$ cat src/nmed_pkg.sv
// nmed_pkg: shared types and constants of the neighbour mean equality detector
// no dependencies; used by nmed_front, nmed_back and the top level
package nmed_pkg;

   localparam int ROW_BITS      = 16;
   localparam int COL_BITS      = 10;
   localparam int TOTAL_BITS    = 26;
   localparam int ROWS_CFG_BITS = 16;
   localparam int COLS_CFG_BITS = 11;
   localparam int CSR_DATA_BITS = 16;

   // result kinds, in the order they leave for one request
   localparam int RES_UP     = 0;
   localparam int RES_LEFT   = 1;
   localparam int RES_CORNER = 2;
   localparam int RES_TOTAL  = 3;
   localparam int RES_KINDS  = 4;

   typedef enum logic {
      CSR_FRAME_ROWS = 1'b0,
      CSR_FRAME_COLS = 1'b1
   } nmed_csr_type;

   // position and test selection of one request, front to back
   typedef struct packed {
      logic [ROW_BITS-1:0] row;
      logic [COL_BITS-1:0] col;
      logic                up_cell;
      logic                low_left;
      logic                low_corner;
   } nmed_tag_type;

   typedef struct packed {
      logic [ROW_BITS-1:0]   row;
      logic [COL_BITS-1:0]   col;
      logic                  is_total;
      logic [TOTAL_BITS-1:0] total;
      logic                  last;
   } nmed_rsp_type;

endpackage

$ cat src/nmed_back.sv
// nmed_back: equality tests, match total and serialising of results
// depends on nmed_pkg
module nmed_back #(
   parameter int PIXEL_BITS = 16
) (
   input  logic                           clock,
   input  logic                           reset,
   input  logic                           clear,
   input  logic                           q_empty,
   output logic                           q_pop,
   input  nmed_pkg::nmed_tag_type         q_tag,
   input  logic [6*(PIXEL_BITS+2)-1:0]    q_sums,
   output logic                           res_push,
   input  logic                           res_full,
   output nmed_pkg::nmed_rsp_type         res
);

   localparam int SW = PIXEL_BITS + 2;

   logic [SW-1:0] sum_u, sc_u, sum_l, sc_l, sum_c, sc_c;
   logic [nmed_pkg::RES_KINDS-1:0] head_mask;

   logic                                cur_valid_ff, cur_valid_in;
   logic [nmed_pkg::RES_KINDS-1:0]      cur_mask_ff, cur_mask_in;
   nmed_pkg::nmed_tag_type              cur_tag_ff, cur_tag_in;
   logic [nmed_pkg::TOTAL_BITS-1:0]     tot_ff, tot_in;

   logic [nmed_pkg::RES_KINDS-1:0] lowest, rest;
   logic                           emit, finish, load;

   assign {sum_u, sc_u, sum_l, sc_l, sum_c, sc_c} = q_sums;

   always_comb begin
      head_mask                      = '0;
      head_mask[nmed_pkg::RES_UP]     = q_tag.up_cell && (sum_u == sc_u);
      head_mask[nmed_pkg::RES_LEFT]   = q_tag.low_left && (sum_l == sc_l);
      head_mask[nmed_pkg::RES_CORNER] = q_tag.low_corner && (sum_c == sc_c);
      head_mask[nmed_pkg::RES_TOTAL]  = q_tag.low_corner;
   end

   assign lowest = cur_mask_ff & (~cur_mask_ff + nmed_pkg::RES_KINDS'(1));
   assign rest   = cur_mask_ff & ~lowest;
   assign emit   = cur_valid_ff && (cur_mask_ff != '0) && !res_full;
   assign finish = cur_valid_ff && ((cur_mask_ff == '0) || (emit && (rest == '0)));
   assign load   = !q_empty && (!cur_valid_ff || finish);
   assign q_pop  = load;

   always_comb begin
      cur_valid_in = cur_valid_ff;
      cur_mask_in  = cur_mask_ff;
      cur_tag_in   = cur_tag_ff;
      tot_in       = tot_ff;
      if (load) begin
         cur_valid_in = 1'b1;
         cur_mask_in  = head_mask;
         cur_tag_in   = q_tag;
      end else if (finish) begin
         cur_valid_in = 1'b0;
         cur_mask_in  = '0;
      end else if (emit) begin
         cur_mask_in = rest;
      end
      if (clear) begin
         tot_in = '0;
      end else if (emit) begin
         tot_in = lowest[nmed_pkg::RES_TOTAL] ? '0 : tot_ff + nmed_pkg::TOTAL_BITS'(1);
      end
   end

   always_ff @(posedge clock) begin
      if (reset) begin
         cur_valid_ff <= 1'b0;
         cur_mask_ff  <= '0;
         tot_ff       <= '0;
      end else begin
         cur_valid_ff <= cur_valid_in;
         cur_mask_ff  <= cur_mask_in;
         tot_ff       <= tot_in;
      end
   end

   always_ff @(posedge clock) begin
      cur_tag_ff <= cur_tag_in;
   end

   always_comb begin
      res          = '0;
      res.last     = (rest == '0);
      if (lowest[nmed_pkg::RES_UP]) begin
         res.row = cur_tag_ff.row - nmed_pkg::ROW_BITS'(1);
         res.col = cur_tag_ff.col;
      end else if (lowest[nmed_pkg::RES_LEFT]) begin
         res.row = cur_tag_ff.row;
         res.col = cur_tag_ff.col - nmed_pkg::COL_BITS'(1);
      end else if (lowest[nmed_pkg::RES_CORNER]) begin
         res.row = cur_tag_ff.row;
         res.col = cur_tag_ff.col;
      end else begin
         res.is_total = 1'b1;
         res.total    = tot_ff;
      end
   end

   assign res_push = emit;

   a_one_kind : assert property (@(posedge clock) disable iff (reset)
      emit |-> $onehot(lowest))
      else $error("more than one result kind chosen");

   a_total_last : assert property (@(posedge clock) disable iff (reset)
      res_push && res.is_total |-> res.last)
      else $error("frame total not the last result of its request");

   a_count_step : assert property (@(posedge clock) disable iff (reset)
      emit && !lowest[nmed_pkg::RES_TOTAL] && !clear
      |=> tot_ff == $past(tot_ff) + nmed_pkg::TOTAL_BITS'(1))
      else $error("match total not advanced on a match");

endmodule

$ cat config.mk
export PLATFORM = sky130hd
export DESIGN_NAME = nmed_back
export DESIGN_NICKNAME = d
export VERILOG_FILES = /design/src/nmed_pkg.sv /design/src/nmed_back.sv
export SDC_FILE = /design/constraint.sdc
export NUM_CORES = 1
export LEC_CHECK = 0
export BUFFER_PORTS_ARGS = -buffer_cell sky130_fd_sc_hd__buf_4
export CAP_MARGIN = 20
export CORE_ASPECT_RATIO = 1.5
export CORE_MARGIN = 4
export CORE_UTILIZATION = 45
export CTS_CLUSTER_DIAMETER = 100
export DETAILED_ROUTE_END_ITERATION = 10
export PLACE_DENSITY = 0.85
export SYNTH_ARGS = -nofsm -noshare
export SYNTH_HDL_FRONTEND = slang
export SYNTH_SLANG_ARGS = --single-unit
$ cat constraint.sdc
create_clock -name clock -period 2.35 [get_ports clock]
set_input_delay 0.235 -clock clock [delete_from_list [all_inputs] [get_ports clock]]
set_output_delay 0.235 -clock clock [all_outputs]
set_load 0.02 [all_outputs]
==> results.toml <==
[grt]
groute.usage.overall_pct = 24.2
gr-total-overflow = 0
antenna_found_initial = 0
grt_max_degree = 26
grt_pass1_wl_microns = 18300
grt_pass1_vias = 3886

[final_layout]
area_growth_pct = 56.7
diodes = 0
nNetsFinal = 769
layout_common_cells = "buf_4 (214), xnor2_1 (63), nand2_1 (34), nor2_1 (34), dfxtp_1 (31)"
drive_gt1_share_pct = 38.6
final_common_cell = "buf_4"

[pwr]
peakVddDrop_v = 0.000541
power.total_w = 0.00289
powerDensity_nw_per_um2 = 505
power.leakage_nw = 2.36

[sta]
timing.hold.ws_ns = 0.0902
finalHoldViolations = 0
post-route-min-period_ns = 2.51
slew_violations = 0
max-slew-margin-rel_pct = 37.1
setup_ws_ns = -0.163
rsz0062_at_grt = "yes"
fmax_ghz = 0.398
fin_skew_ns = 0.00455
setup_viol = 5
worstMarginPinSlew_ns = 0.944
period_share_pct = 107

[clock_network]
htreeDepth = 3
cts_tree = "yes"
cts_buffer_depth = 2
clk-insertion-delay-late_ns = 0.32
cts_root_buf = "clkbuf_16"
cts_made_buffers = 9
clkTransAtPathRegs_ns = 0.05
cts.sinks = 57

[logic_synthesis]
syn-cell-area_sq_um = 3650
syn_nets = 560
seq_area_frac_synth_pct = 38.4
synth_seq_cells = 57
syn_inst = 415
synthSimpleGateAreaFrac_pct = 27.7
synth_top_family_by_area = "simple AND/OR/NAND/NOR gates"
synthAdderAreaFrac_pct = 1.30
yosysUniqueCellTypes = 46
muxShareOfSynthArea_pct = 2.19
synth_compound_area_share_pct = 9.18
avgSynthCellArea_sq_um = 8.80
ys_warn_count = 0
synth_xor_area_share_pct = 17.7

[detailed_routing]
viasPerCell = 5.38
vias = 3946
wl_microns = 11800
drt_first_pass_iters = 5
drc = 0
ant_nets = 0
post_drt_wl_per_cell_microns = 16.1
drtIter0Drc = 181

[worst_hold_path]
hold_path_end = "cur_tag_ff[27]$_DFFE_PP_"
hold_class = "input pin to flip-flop"
whs_path_depth = 1
hold_start = "q_tag[27]"

[setup_path]
crit_fanout = 3
crit_required_ns = 2.12
ff2ff_setup_slack_ns = 0.28
crit_path_end_kind = "output port"
worstSetupPathType = "flip-flop to output port"
r2r-end = "tot_ff[24]$_SDFFE_PP0P_"
r2r_cells = 5
critPathLaunchType = "flip-flop"
cp.arrival_ns = 2.28
r2r-start = "cur_mask_ff[1]$_SDFFE_PP0P_"

[die]
die_area_sq_um = 9650
die_y_microns = 118
core_region_area_sq_um = 7960
dieWidth_microns = 81.6
io_pins = 198
start_util_pct = 45.9
num_rows = 40

[outcome]
violations = "negative setup slack"
run_status = "finished, violations left"

[placed_design]
io_buffers = 197
dp_hpwl_microns = 9200
place.gp.congestion = 0.808

[job]
drv_cap = 0
[critical path, stage by stage, from the launching register on]
cell      delay (ns)
edfxtp_1        0.40
or3_4           0.41
or2_1           0.24
or2_4           0.27
nor4_4          0.18
mux2i_1         0.28
buf_4           0.18
[area by class of cell]
type / instances / area [sq um]
fill: 580 / 2230
multi-input combinational: 328 / 2180
timing repair buffer: 215 / 1630
sequential: 57 / 1400
clock buffer: 11 / 253
tap: 105 / 131
clock inverter: 5 / 77.6
inverter: 13 / 48.8
[metal layers]
metal,share of wire [%],vias up,global-route usage (%)
met5,0,-,0
met4,1.8,0,7.93
met3,7.4,18,5.72
met2,55,161,44.0
met1,36,1878,26.5
li1,-,1889,-
[cell usage after synthesis (all sizes together)]
library cell	count	share of area, %
a21o	2	0.41
a311o	1	0.27
ha	3	1.0
xnor2	63	15
o21ai	18	2.5
nand2	34	3.5
a32oi	1	0.24
and4	3	0.72
nor4b	1	0.24
dfxtp	31	17
nand4	17	2.9
nor4	13	2.6
o31ai	4	0.82
o211ai	5	1.0
edfxtp	26	21
a211oi	2	0.41
a22oi	1	0.21
or2	3	0.51
nand3	16	2.2
and2b	2	0.41
nor2	34	3.5
or4	2	0.41
a21oi	12	1.6
maj3	1	0.27
nor3b	3	0.75
nand2b	6	1.0
o311ai	2	0.48
o41ai	2	0.48
nor3	19	2.6
xor2	11	2.6
a22o	1	0.24
mux2i	8	2.2
clkbuf	9	0.92
or3	12	2.2
and2	22	3.8
a2111oi	2	0.48
and3	2	0.34
buf	8	1.3
inv	13	1.3
[flip-flops by register name, indices dropped and copies added (netlist names)]
signal        cells
cur_tag_ff       26
cur_mask_ff       4
cur_valid_ff      1
tot_ff           26
[per-stage QoR]
stage	cells	worst slack (ns)	util (%)	setup TNS, ns	area [sq um]
2_1_floorplan	415	0.0775	-	0	3650
3_3_place_gp	710	0.215	66.2	0	5270
3_5_place_dp	710	0.0777	66.2	0	5270
4_1_cts	732	-0.173	71.3	-0.390	5680
5_1_grt	734	-0.224	71.9	-1.10	5720
6_report	734	-0.163	71.9	-0.455	5720
[repair_timing]
item | in CTS | in global routing
buffers inserted | 6 | 2
pin swaps | 3 | 2
endpoints found under the setup margin | 8 | 10
hold buffers | 0 | 0
gates resized for setup | 8 | 7
gates cloned | 0 | 0
[how the worst max path moves through the flow]
stage / start / to / slack (ns) / cells past startpoint
3_3_place_gp: cur_tag_ff[19]$_DFFE_PP_ / res[53] / 0.22 / 6
6_report: cur_tag_ff[17]$_DFFE_PP_ / res[51] / -0.16 / 6
2_1_floorplan: cur_mask_ff[1]$_SDFFE_PP0P_ / cur_mask_ff[3]$_SDFFE_PP0P_ / 0.08 / 6
4_1_cts: cur_tag_ff[17]$_DFFE_PP_ / res[51] / -0.17 / 6
3_5_place_dp: cur_tag_ff[19]$_DFFE_PP_ / res[51] / 0.08 / 6
5_1_grt: cur_tag_ff[19]$_DFFE_PP_ / res[51] / -0.22 / 6
[cells by family after synthesis]
logic type                 Yosys count
AOI/OAI and AO/OA                   53
xor gates and xnor gates            74
adders and majority gates            4
buffers and inverters               30
DFF                                 57
muxes                                8
and+or+nand+nor                    189
[power breakdown]
group | total (W) | internal, W | switching, W | leakage [nW]
combinational | 0.000379 | 0.000245 | 0.000134 | 1.70
sequential | 0.00111 | 0.00107 | 0.0000328 | 0.504
clock | 0.00140 | 0.000980 | 0.000424 | 0.162
total | 0.00289 | 0.00230 | 0.000591 | 2.36
(Power assumes the default switching activity.)
