### src/nmed_fifo.sv
// nmed_fifo: small register queue with push/full and pop/empty sides
// no dependencies
module nmed_fifo #(
   parameter int WIDTH = 8,
   parameter int DEPTH = 4
) (
   input  logic             clock,
   input  logic             reset,
   input  logic             push,
   output logic             full,
   input  logic [WIDTH-1:0] wr_data,
   input  logic             pop,
   output logic             empty,
   output logic [WIDTH-1:0] rd_data
);

   localparam int PW = $clog2(DEPTH);
   localparam int CW = $clog2(DEPTH + 1);

   logic [WIDTH-1:0] mem_ff [DEPTH];
   logic [PW-1:0]    wr_ptr_ff, wr_ptr_in;
   logic [PW-1:0]    rd_ptr_ff, rd_ptr_in;
   logic [CW-1:0]    count_ff, count_in;
   logic             do_push, do_pop;

   assign full    = (count_ff == CW'(DEPTH));
   assign empty   = (count_ff == '0);
   assign do_push = push && !full;
   assign do_pop  = pop && !empty;
   assign rd_data = mem_ff[rd_ptr_ff];

   always_comb begin
      wr_ptr_in = wr_ptr_ff;
      rd_ptr_in = rd_ptr_ff;
      if (do_push) begin
         wr_ptr_in = (wr_ptr_ff == PW'(DEPTH - 1)) ? '0 : wr_ptr_ff + PW'(1);
      end
      if (do_pop) begin
         rd_ptr_in = (rd_ptr_ff == PW'(DEPTH - 1)) ? '0 : rd_ptr_ff + PW'(1);
      end
      count_in = count_ff + CW'(do_push) - CW'(do_pop);
   end

   always_ff @(posedge clock) begin
      if (reset) begin
         wr_ptr_ff <= '0;
         rd_ptr_ff <= '0;
         count_ff  <= '0;
      end else begin
         wr_ptr_ff <= wr_ptr_in;
         rd_ptr_ff <= rd_ptr_in;
         count_ff  <= count_in;
      end
   end

   always_ff @(posedge clock) begin
      if (do_push) begin
         mem_ff[wr_ptr_ff] <= wr_data;
      end
   end

   a_count_bound : assert property (@(posedge clock) disable iff (reset)
      count_ff <= CW'(DEPTH))
      else $error("queue fill above depth");

endmodule

### config.mk
export PLATFORM = sky130hd
export DESIGN_NAME = nmed_fifo
export DESIGN_NICKNAME = d
export VERILOG_FILES = /design/src/nmed_fifo.sv
export SDC_FILE = /design/constraint.sdc
export NUM_CORES = 1
export LEC_CHECK = 0
export BUFFER_PORTS_ARGS = -buffer_cell sky130_fd_sc_hd__clkbuf_2
export CAP_MARGIN = 20
export CORE_AREA = 2 2 73 75
export CTS_CLUSTER_DIAMETER = 50
export DETAILED_ROUTE_END_ITERATION = 10
export DIE_AREA = 0 0 75 77
export HOLD_SLACK_MARGIN = 0.03
export PLACE_DENSITY_LB_ADDON = 0.25
export SLEW_MARGIN = 20
export SYNTH_ARGS = -nofsm -noshare
export SYNTH_HDL_FRONTEND = slang
export SYNTH_SLANG_ARGS = --single-unit
### constraint.sdc
create_clock -name clock -period 2.4 [get_ports clock]
set_clock_uncertainty 0.1 [all_clocks]
set_input_delay 0.48 -clock clock [delete_from_list [all_inputs] [get_ports clock]]
set_output_delay 0.48 -clock clock [all_outputs]
set_load 0.02 [all_outputs]
==> results by group, run 1 <==
Outcome
  • Status: finished clean

Final layout
  • Most frequent cells in the layout: edfxtp_1 (32), clkbuf_2 (21), dfxtp_1 (9)
  • Diode count: 0
  • Layout cell share with drive strength beyond 1: 33.88%
  • Synthesis-to-layout area growth: 17.11%
  • Non-filler cells, final: 191
  • Final #Nets: 140
  • Most common cell after layout, fill and taps aside: edfxtp_1

Hold path
  • Hold Path Class: input pin to register

Power and ir drop
  • Cell Pwr Density: 985.8 mW/mm2
  • Switching part of the total power: 30.60%
  • Fraction of power consumed by sequential logic: 48.4%
  • Cell internal pwr: 1.312 mW
  • Peak supply drop: 0.4306 mV
  • Switch Pwr: 0.5787 mW
  • Clock network fraction of total power: 23.3%
  • P_leak: 0.7238 nW
  • Gate power share: 28.3%

Route
  • Vias per inst: 4.267
  • First-pass iteration count of the detailed router: 4
  • Routed WL: 2.651 mm
  • DR WL/cell: 13.88 um
  • DR iter-0 viols: 44
  • Vias: 815
  • DRC: 0
  • Detail Route Antenna Nets: 0

Clock tree
  • Worst skew pair latency: 290 ps
  • H-tree depth: 2
  • Clk root buf: clkbuf_8
  • CTS clock-pin slew for the worst setup and hold paths: 80 ps
  • Post-CTS Hold Fix Bufs: 0
  • Total CTS buffers: 5
  • Post-cts sizing count: 0
  • # Post-CTS Setup Buffers: 0
  • CTS tree: yes
  • CTS Buffer Depth: 2
  • Sink Count: 41

Timing
  • Final setup viols: 0
  • Rel. slew slack: 68.48%
  • Unrepaired setup endpoints after global routing: no
  • Worst-Margin Slew: 472.8 ps
  • Final Critical Period: 2283 ps
  • Final hold vios: 0
  • Fmax: 0.4380 GHz
  • Fin Setup TNS: 0 ps
  • Period utilisation layout: 95.13%
  • Final Slew Violations: 0

Critical path
  • WP data arrival: 2370 ps
  • Critical path class: register to register
  • CP Cell Sequence: or3b_1 > and2_4 > inv_1 > ha_1 > inv_1 > ha_1 > fa_1 > xnor2_1 > xnor2_1 > nor2_1
  • Crit-path max FO: 4
  • Worst Path Buf+Inv: 2
  • Worst path max stage delay: 390 ps
  • Crit path max-delay family: adder cells
  • Startpoint Class: register
  • Crit end category: register
  • Critical path data required time: 2490 ps
  • Worst path slowest cell: fa_1

Synthesis
  • Synthesized instance count: 92
  • Yosys Warn Count: 0
  • Netlist cell types: 25
  • Flops & latches, synth: 41
  • Syn_area_per_cell: 17.80 um2
  • Register area share after synthesis: 69.67%
  • Syn Nets: 112
  • Syn Std Cell Area: 0.001638 mm2

Floorplanning
  • Initial Util: 32.91%
  • Die Wd: 75 um
  • Die Y-Extent: 77 um
  • FP Rows: 26
  • Die area: 0.005775 mm2
  • Io pins: 22
  • Core Footprint: 0.004977 mm2

Placed design
  • Gpl congestion: 0.7572
  • HPWL Detailed: 1.833 mm
  • Placed cell count: 183
  • Port Buffer Count: 21

Global routing
  • Global Route Usage Sum: 10.54%
  • Vias in the first global route: 864
  • First-pass GRT wire length: 4.209 mm
  • Antenna violations before repair: 0
  • Grt ovf: 0
  • Pin count of the biggest net entering global routing: 14

Flow run
  • Max-Cap Viols: 0
power groups by stage:
stage	clock network, mW	logic (mW)	registers, mW
3_5_place_dp	0	0.542	0.934
5_1_grt	0.487	0.590	0.927
2_1_floorplan	0	0.402	0.912
4_1_cts	0.458	0.547	0.917
6_report	0.440	0.535	0.916
3_3_place_gp	0	0.532	0.928
Yosys cell counts:
| library cell | count | share of area, % |
|---|---|---|
| and2_4 | 1 | 0.53 |
| mux4_2 | 8 | 11 |
| a21o_1 | 1 | 0.46 |
| dfxtp_1 | 9 | 11 |
| fa_1 | 1 | 1.2 |
| xnor2_1 | 2 | 1.1 |
| o31ai_2 | 1 | 0.76 |
| nor2b_1 | 2 | 0.76 |
| ha_1 | 7 | 5.3 |
| nand3_1 | 2 | 0.61 |
| nor2_1 | 2 | 0.46 |
| edfxtp_1 | 32 | 59 |
| buf_6 | 1 | 0.69 |
| and3_2 | 1 | 0.46 |
| o31ai_1 | 1 | 0.46 |
| inv_1 | 8 | 1.8 |
| buf_1 | 1 | 0.23 |
| buf_2 | 1 | 0.31 |
| nor3_1 | 2 | 0.61 |
| a21oi_1 | 2 | 0.61 |
| or3_1 | 1 | 0.38 |
| mux2i_1 | 1 | 0.61 |
| or3b_1 | 1 | 0.53 |
| and3_1 | 3 | 1.1 |
| nand2_1 | 1 | 0.23 |
path summary, 6_finish.rpt:
path	from	endpoint	slack, ps	cells past startpoint
worst max-delay path	count_ff[2]	count_ff[2]	120	10
worst max register to register	count_ff[2]	count_ff[2]	120	10
worst min register to register	rd_ptr_ff[0]	rd_ptr_ff[0]	410	2
worst min-delay path	wr_data[3]	mem_ff[1][3]	300	1
state kept, by name, summed over array words and instances, names as in the netlist, named ones only:
register,count
rd_ptr_ff,2
wr_ptr_ff,2
count_ff,3
mem_ff,32
through the flow:
step	power [mW]	setup slack [ps]	utilization (%)	hold WS (ps)	cell area (um2)
after global routing	2.004	14.67	38.54	293.7	1918
final	1.891	116.8	38.54	302.5	1918
after detailed placement	1.476	102.5	36.83	394.3	1833
after global placement	1.460	167.3	36.83	379.6	1833
after CTS	1.923	97.15	38.54	290.9	1918
after floorplan	1.314	114.4	-	355.9	1638
per-layer routing:
metal  wire length, um  track usage (%)
met5                 0                0
met4                39            4.286
met3               151            5.256
met2              1335            16.40
met1              1125            12.14
kinds of logic after synthesis:
group           share of synthesized area, %
mux                                    11.61
compound gates                         2.292
fa+ha+maj                              6.570
xor+xnor                               1.070
buf+inv                                3.055
simple gates                           5.730
flops                                  69.67
worst register-to-register path, delay by kind of cell (launching register included):
family                     cells  cell delay, ps
xor gates and xnor gates       2             310
adders and majority gates      3             690
buffers and inverters          2              90
DFF                            1             380
and+or+nand+nor                3             610
final cells by class:
class                   instances  area, um2
inverters                       8      30.03
multi-input cells              40      446.7
fillers                       471       3059
repair buffers                 24      127.6
flip-flops and latches         41       1141
well taps                      70      87.58
clock inverters                 3      16.27
clock buffers                   5      68.82
(Power assumes the default switching activity.)
==> run 2: changes to the inputs <==
ABC_AREA = 1   (was not set)
BUFFER_PORTS_ARGS = not set   (was -buffer_cell sky130_fd_sc_hd__clkbuf_2)
CORE_AREA = 2 2 74 76   (was 2 2 73 75)
DIE_AREA = 0 0 76 78   (was 0 0 75 77)
DONT_BUFFER_PORTS = 1   (was not set)
==> run 2 against run 1 <==
Net effect: combinational power rose by 32%; synthesized area rose by 3.7%; critical path depth fell by 7; sequential share of layout area rose by 0.75 points; count of clock-buffer cells in the layout did not move; via count rose by 24%; synthesized cell count rose by 55%; critical endpoint is now rd_data[2]; largest cell class unchanged; highest routed layer unchanged.
==> results by group, run 2 <==
Critical path
  • Startpoint Class: register
  • Worst path max stage delay: 430 ps (+40 ps)
  • Reg2Reg Depth: 10 (unchanged)
  • WP data arrival: 1590 ps (-780 ps)
  • Critical path data required time: 1820 ps (-670 ps)
  • RR Endpoint: count_ff[1]
  • R2r setup slk: 340 ps (+220 ps)
  • Critical path class: register to output pin
  • Worst r2r src: count_ff[1]
  • Worst path slowest cell: dfxtp_1
  • CP Cell Sequence: inv_1 > o21ai_0 > o22ai_1
  • Crit-path max FO: 9 (+5)
  • Crit end category: output pin

Global routing
  • Global Route Usage Sum: 10.89% (+0.35 points)
  • First-pass GRT wire length: 4.809 mm (+14%)
  • Vias in the first global route: 992 (+15%)
  • Pin count of the biggest net entering global routing: 18 (+4)
  • Grt ovf: 0 (unchanged)
  • Antenna violations before repair: 0 (unchanged)

Route
  • DR iter-0 viols: 45 (+2.3%)
  • Routed WL: 2.995 mm (+13%)
  • Vias per inst: 4.476 (+4.9%)
  • DRC: 0 (unchanged)
  • First-pass iteration count of the detailed router: 4 (unchanged)
  • Detail Route Antenna Nets: 0 (unchanged)
  • DR WL/cell: 13.31 um (-4.1%)
  • Vias: 1007 (+24%)

Timing
  • Final Critical Period: 2168 ps (-115.6 ps)
  • Worst-Margin Slew: 522.5 ps (+49.68 ps)
  • Fin Setup TNS: 0 ps (unchanged)
  • Final hold vios: 0 (unchanged)
  • Final Slew Violations: 0 (unchanged)
  • Unrepaired setup endpoints after global routing: no
  • Rel. slew slack: 65.68% (-2.8 points)
  • Fmax: 0.4613 GHz (+5.3%)
  • Period utilisation layout: 90.32% (-4.8 points)
  • Final setup viols: 0 (unchanged)

Hold path
  • Hold-critical path endpoint: count_ff[1]
  • Hold Path Class: input pin to register
  • Start point of the worst min-delay path: reset
  • Hold path cells: 1 (unchanged)

Clock tree
  • CTS Buffer Depth: 2 (unchanged)
  • Sink Count: 41 (unchanged)
  • Total CTS buffers: 5 (unchanged)
  • CTS clock-pin slew for the worst setup and hold paths: 80 ps (about the same)
  • Post-cts sizing count: 0 (unchanged)
  • Worst skew pair latency: 290 ps (about the same)
  • # Post-CTS Setup Buffers: 0 (unchanged)
  • H-tree depth: 2 (unchanged)
  • Clk root buf: clkbuf_8
  • Post-CTS Hold Fix Bufs: 0 (unchanged)
  • CTS tree: yes

Floorplanning
  • FP Rows: 26 (unchanged)
  • Die area: 0.005928 mm2 (+2.6%)
  • Io pins: 22 (unchanged)
  • Core Footprint: 0.005042 mm2 (+1.3%)
  • Initial Util: 33.67% (+0.77 points)
  • Die Y-Extent: 78 um (+1.3%)
  • Die Wd: 76 um (+1.3%)

Power and ir drop
  • Fraction of power consumed by sequential logic: 45.7% (-2.7 points)
  • P_leak: 0.7210 nW (-0.39%)
  • Peak supply drop: 0.5790 mV (+34%)
  • Switch Pwr: 0.7751 mW (+34%)
  • Gate power share: 33.9% (+5.6 points)
  • Switching part of the total power: 37.19% (+6.6 points)
  • Cell Pwr Density: 1100 mW/mm2 (+12%)
  • Clock network fraction of total power: 20.5% (-2.8 points)
  • Cell internal pwr: 1.309 mW (-0.24%)

Flow run
  • Max-Cap Viols: 0 (unchanged)

Synthesis
  • Synthesized instance count: 143 (+55%)
  • Share of the synthesized area in the top cell type: 56.60% (-2.1 points)
  • Yosys top cell by area: edfxtp_1
  • Flops & latches, synth: 41 (unchanged)
  • Async SR Flop Fraction: 0% (unchanged)
  • Register area share after synthesis: 67.21% (-2.5 points)
  • Yosys Warn Count: 0 (unchanged)
  • Commonest cells in the netlist: edfxtp_1 (32), nor2_1 (32), inv_1 (17), o21ai_0 (12), dfxtp_1 (9)
  • Syn Nets: 163 (+46%)
  • Ys flop type: edfxtp_1
  • Netlist cell types: 20 (-20%)
  • Syn_area_per_cell: 11.87 um2 (-33%)
  • Area contributors post-synth: edfxtp_1 (57%), dfxtp_1 (11%), nor2_1 (7.1%), ha_1 (5.2%), inv_1 (3.8%)
  • Syn Std Cell Area: 0.001698 mm2 (+3.7%)
  • EDFF count, synth: 32 (unchanged)

Final layout
  • Final #Nets: 174 (+24%)
  • Most frequent cells in the layout: nor2_1 (32), edfxtp_1 (32), inv_1 (17)
  • Biggest registers after layout: mem_ff x32, count_ff x3
  • Fillers: 494 (+4.9%)
  • Non-filler cells, final: 225 (+18%)
  • Max reg flops: 32 (unchanged)
  • Top reg by flops: mem_ff
  • Diode count: 0 (unchanged)
  • Synthesis-to-layout area growth: 11.57%
  • Layout cell share with drive strength beyond 1: 12.90% (-21 points)

Placed design
  • HPWL Detailed: 2.040 mm (+11%)
  • Gpl congestion: 0.6975 (-7.9%)
  • Port Buffer Count: 0 (-100%)
  • Placed cell count: 217 (+19%)

Outcome
  • Status: finished clean
==> run 2: cell families (layout without fill, tap and decap cells) <==
logic type	Yosys count	after routing	synth area share [%]
DFF	41	41	67.21
buffers and inverters	20	32	5.305
AOI/OAI and AO/OA	27	27	9.211
xor gates and xnor gates	1	1	0.5159
adders and majority gates	8	8	6.337
and+or+nand+nor	46	46	11.42
==> run 2: critical path, delay by kind of cell, from the launching register on <==
family	cells	cell delay, ps
buffers and inverters	1	300
AO/OA/AOI/OAI	2	560
flip-flops	1	430
==> run 2: how the worst max path moves through the flow <==
stage                            from           to  slack (ps)  cells past startpoint
after floorplan           count_ff[1]  count_ff[2]         380                     10
after global placement    count_ff[1]  count_ff[1]         460                     10
after detailed placement  count_ff[1]  count_ff[1]         360                     10
after CTS                    register   rd_data[1]         190                      4
after global routing         register   rd_data[2]          90                      4
final                        register   rd_data[2]         230                      3
==> run 2: area by class of cell <==
type | instances | area [um2] | area share (%)
Clock buffer | 5 | 68.82 | 3.633
Multi-Input combinational cell | 82 | 466.7 | 24.64
Clock inverter | 3 | 17.52 | 0.9247
Timing Repair Buffer | 6 | 45.04 | 2.378
Sequential cell | 41 | 1141 | 60.24
Tap cell | 70 | 87.58 | 4.624
Inverter | 18 | 67.56 | 3.567
==> run 2: metrics by stage <==
stage	hold WS (ps)	area (um2)	setup slack, ps	power (mW)	util (%)
after floorplan	382.7	1698	380.9	1.522	-
after global placement	428.4	1808	462.2	1.659	35.86
after detailed placement	422.8	1808	363.9	1.692	35.86
after CTS	139.7	1894	185.9	2.122	37.57
after global routing	140.0	1894	87.20	2.254	37.57
final	152.1	1894	232.3	2.084	37.57
==> run 2: metal layers <==
layer  up-vias  track usage (%)  routed length (um)
li1        508                -                   -
met1       468            11.75                1221
met2        25            18.30                1502
met3         6            5.814                 224
met4         0            3.818                  46
met5         -                0                   0
==> run 2: power by group through the flow <==
stage / clock [mW] / combinational [mW] / sequential (mW)
2_1_floorplan: 0 / 0.566 / 0.956
3_3_place_gp: 0 / 0.695 / 0.964
3_5_place_dp: 0 / 0.724 / 0.968
4_1_cts: 0.444 / 0.725 / 0.953
5_1_grt: 0.479 / 0.810 / 0.964
6_report: 0.427 / 0.706 / 0.951
==> run 3: changes to the inputs <==
CTS_BUF_LIST = sky130_fd_sc_hd__clkbuf_4   (was not set)
clock period = 2.71 ns   (was 2.4 ns; I/O delays follow)
==> run 3 against run 2 <==
Net effect: non-clock buffer count is 2 lower; setup slack better by 4.4 ps; cell area shrank 1.5%; global-route usage rose by 0.43 points; total power down 12%; cell count decreased by 1.3%; clock power fell by 12%; critical path depth did not move; wire length grew 5.5%; utilization fell by 0.57 points; highest routed layer unchanged.
==> results by group, run 3 (synthesis results as in run 2) <==
Timing
  • Fmax: 0.4043 GHz
  • Worst-Margin Slew: 625.6 ps (+103.1 ps)
  • Final Critical Period: 2473 ps
  • Rel. slew slack: 58.24% (-7.4 points)
  • Fin Setup TNS: 0 ps (unchanged)
  • Final Slew Violations: 0 (unchanged)
  • Unrepaired setup endpoints after global routing: no
  • Hold WS: 162.9 ps (+10.77 ps)
  • PnR worst setup slack: 236.7 ps (+4.395 ps)
  • Final setup viols: 0 (unchanged)
  • Period utilisation layout: 91.26%
  • Final hold vios: 0 (unchanged)

Hold path
  • Hold path cells: 1 (unchanged)
  • Start point of the worst min-delay path: reset
  • Hold-critical path endpoint: count_ff[0]
  • Hold Path Class: input pin to register

Global routing
  • First-pass GRT wire length: 5.078 mm (+5.6%)
  • Vias in the first global route: 1066 (+7.5%)
  • Antenna violations before repair: 0 (unchanged)
  • Pin count of the biggest net entering global routing: 18 (unchanged)
  • Global Route Usage Sum: 11.32% (+0.43 points)
  • Grt ovf: 0 (unchanged)

Clock tree
  • Total CTS buffers: 5 (unchanged)
  • H-tree depth: 2 (unchanged)
  • # Post-CTS Setup Buffers: 0 (unchanged)
  • CTS Buffer Depth: 2 (unchanged)
  • Sink Count: 41 (unchanged)
  • Clk root buf: clkbuf_4
  • CTS tree: yes
  • Worst skew pair latency: 330 ps (+40 ps)
  • Post-cts sizing count: 0 (unchanged)
  • CTS clock-pin slew for the worst setup and hold paths: 110 ps (+30 ps)
  • Post-CTS Hold Fix Bufs: 0 (unchanged)

Critical path
  • R2r setup slk: 520 ps (+180 ps)
  • RR Endpoint: count_ff[2]
  • Crit-path max FO: 17 (+8)
  • Startpoint Class: register
  • Reg2Reg Depth: 10 (unchanged)
  • Critical path data required time: 2070 ps (+250 ps)
  • Worst r2r src: count_ff[1]
  • WP data arrival: 1830 ps (+240 ps)
  • Crit end category: output pin
  • Critical path class: register to output pin

Power and ir drop
  • P_leak: 0.7065 nW (-2.0%)
  • Peak supply drop: 0.5458 mV (-5.7%)
  • Overall Power: 1.825 mW (-12%)
  • Cell Pwr Density: 978.1 mW/mm2 (-11%)

Floorplanning
  • Initial Util: 33.67% (unchanged)
  • Io pins: 22 (unchanged)
  • Die Y-Extent: 78 um (unchanged)
  • Die area: 0.005928 mm2 (unchanged)
  • FP Rows: 26 (unchanged)
  • Die Wd: 76 um (unchanged)
  • Core Footprint: 0.005042 mm2 (unchanged)

Placed design
  • HPWL Detailed: 2.107 mm (+3.3%)
  • Pre-CTS setup slack: 518.1 ps (+154.2 ps)
  • Gpl congestion: 0.6473 (-7.2%)
  • Port Buffer Count: 0 (unchanged)
  • Placed cell count: 215 (-0.92%)

Final layout
  • Fillers: 484 (-2.0%)
  • Register area: 0.001141 mm2 (unchanged)
  • Max reg flops: 32 (unchanged)
  • Multi-input logic area: 466.7 um2 (unchanged)
  • Most frequent cells in the layout: nor2_1 (32), edfxtp_1 (32), inv_1 (17)
  • Synthesis-to-layout area growth: 9.875%
  • Final #Nets: 172 (-1.1%)
  • Non-filler cells, final: 222 (-1.3%)
  • Top reg by flops: mem_ff
  • Biggest registers after layout: mem_ff x32, count_ff x3
  • Layout cell share with drive strength beyond 1: 11.84% (-1.1 points)
  • Diode count: 0 (unchanged)

Route
  • Detail Route Antenna Nets: 0 (unchanged)
  • DR iter-0 viols: 33 (-27%)
  • Vias per inst: 4.482 (+0.14%)
  • Routed WL: 3.160 mm (+5.5%)
  • DR WL/cell: 14.23 um (+6.9%)
  • DRC: 0 (unchanged)
  • Vias: 995 (-1.2%)
  • First-pass iteration count of the detailed router: 4 (unchanged)

Flow run
  • Max-Cap Viols: 0 (unchanged)

Outcome
  • Status: finished clean
## run 3: per-stage QoR
step                      instance area, um2  utilization (%)
final                                   1866            37.00
after global placement                  1793            35.56
after CTS                               1866            37.00
after floorplan                         1698                -
after detailed placement                1793            35.56
after global routing                    1866            37.00
## run 3: per-layer routing
| layer | part of all wire (%) | track usage (%) | vias to the layer above |
|---|---|---|---|
| met4 | 1.1 | 3.818 | 0 |
| met5 | 0 | 0 | - |
| met1 | 41 | 12.43 | 466 |
| li1 | - | - | 502 |
| met3 | 6.7 | 5.000 | 5 |
| met2 | 51 | 19.64 | 22 |
## run 3: power by group
group	switching [mW]	leakage [nW]	internal, mW
logic	0.409	0.298	0.174
registers	0.0813	0.368	0.785
clock network	0.187	0.0410	0.188
total	0.677	0.706	1.15
## run 3: how the worst max path moves through the flow
stage,slack [ps],endpoint,start
CTS,180,rd_data[0],register
finish,240,rd_data[0],register
global route,50,rd_data[0],register
floorplan,690,count_ff[2],count_ff[1]
detailed placement,520,count_ff[2],count_ff[1]
global placement,630,count_ff[1],count_ff[1]
## run 3: critical path, stage by stage, from the launching register on
cell and delay, ps:
dfxtp_1 740, inv_2 280, o21ai_0 270, o22ai_1 210
## run 3: area by class of cell
cell class              instances  share of cell area, %
repair buffers                  4                  1.610
clock buffers                   5                  2.012
clock inverters                 2                  1.878
multi-input cells              82                  25.02
flip-flops and latches         41                  61.17
inverters                      18                  3.622
well taps                      70                  4.695
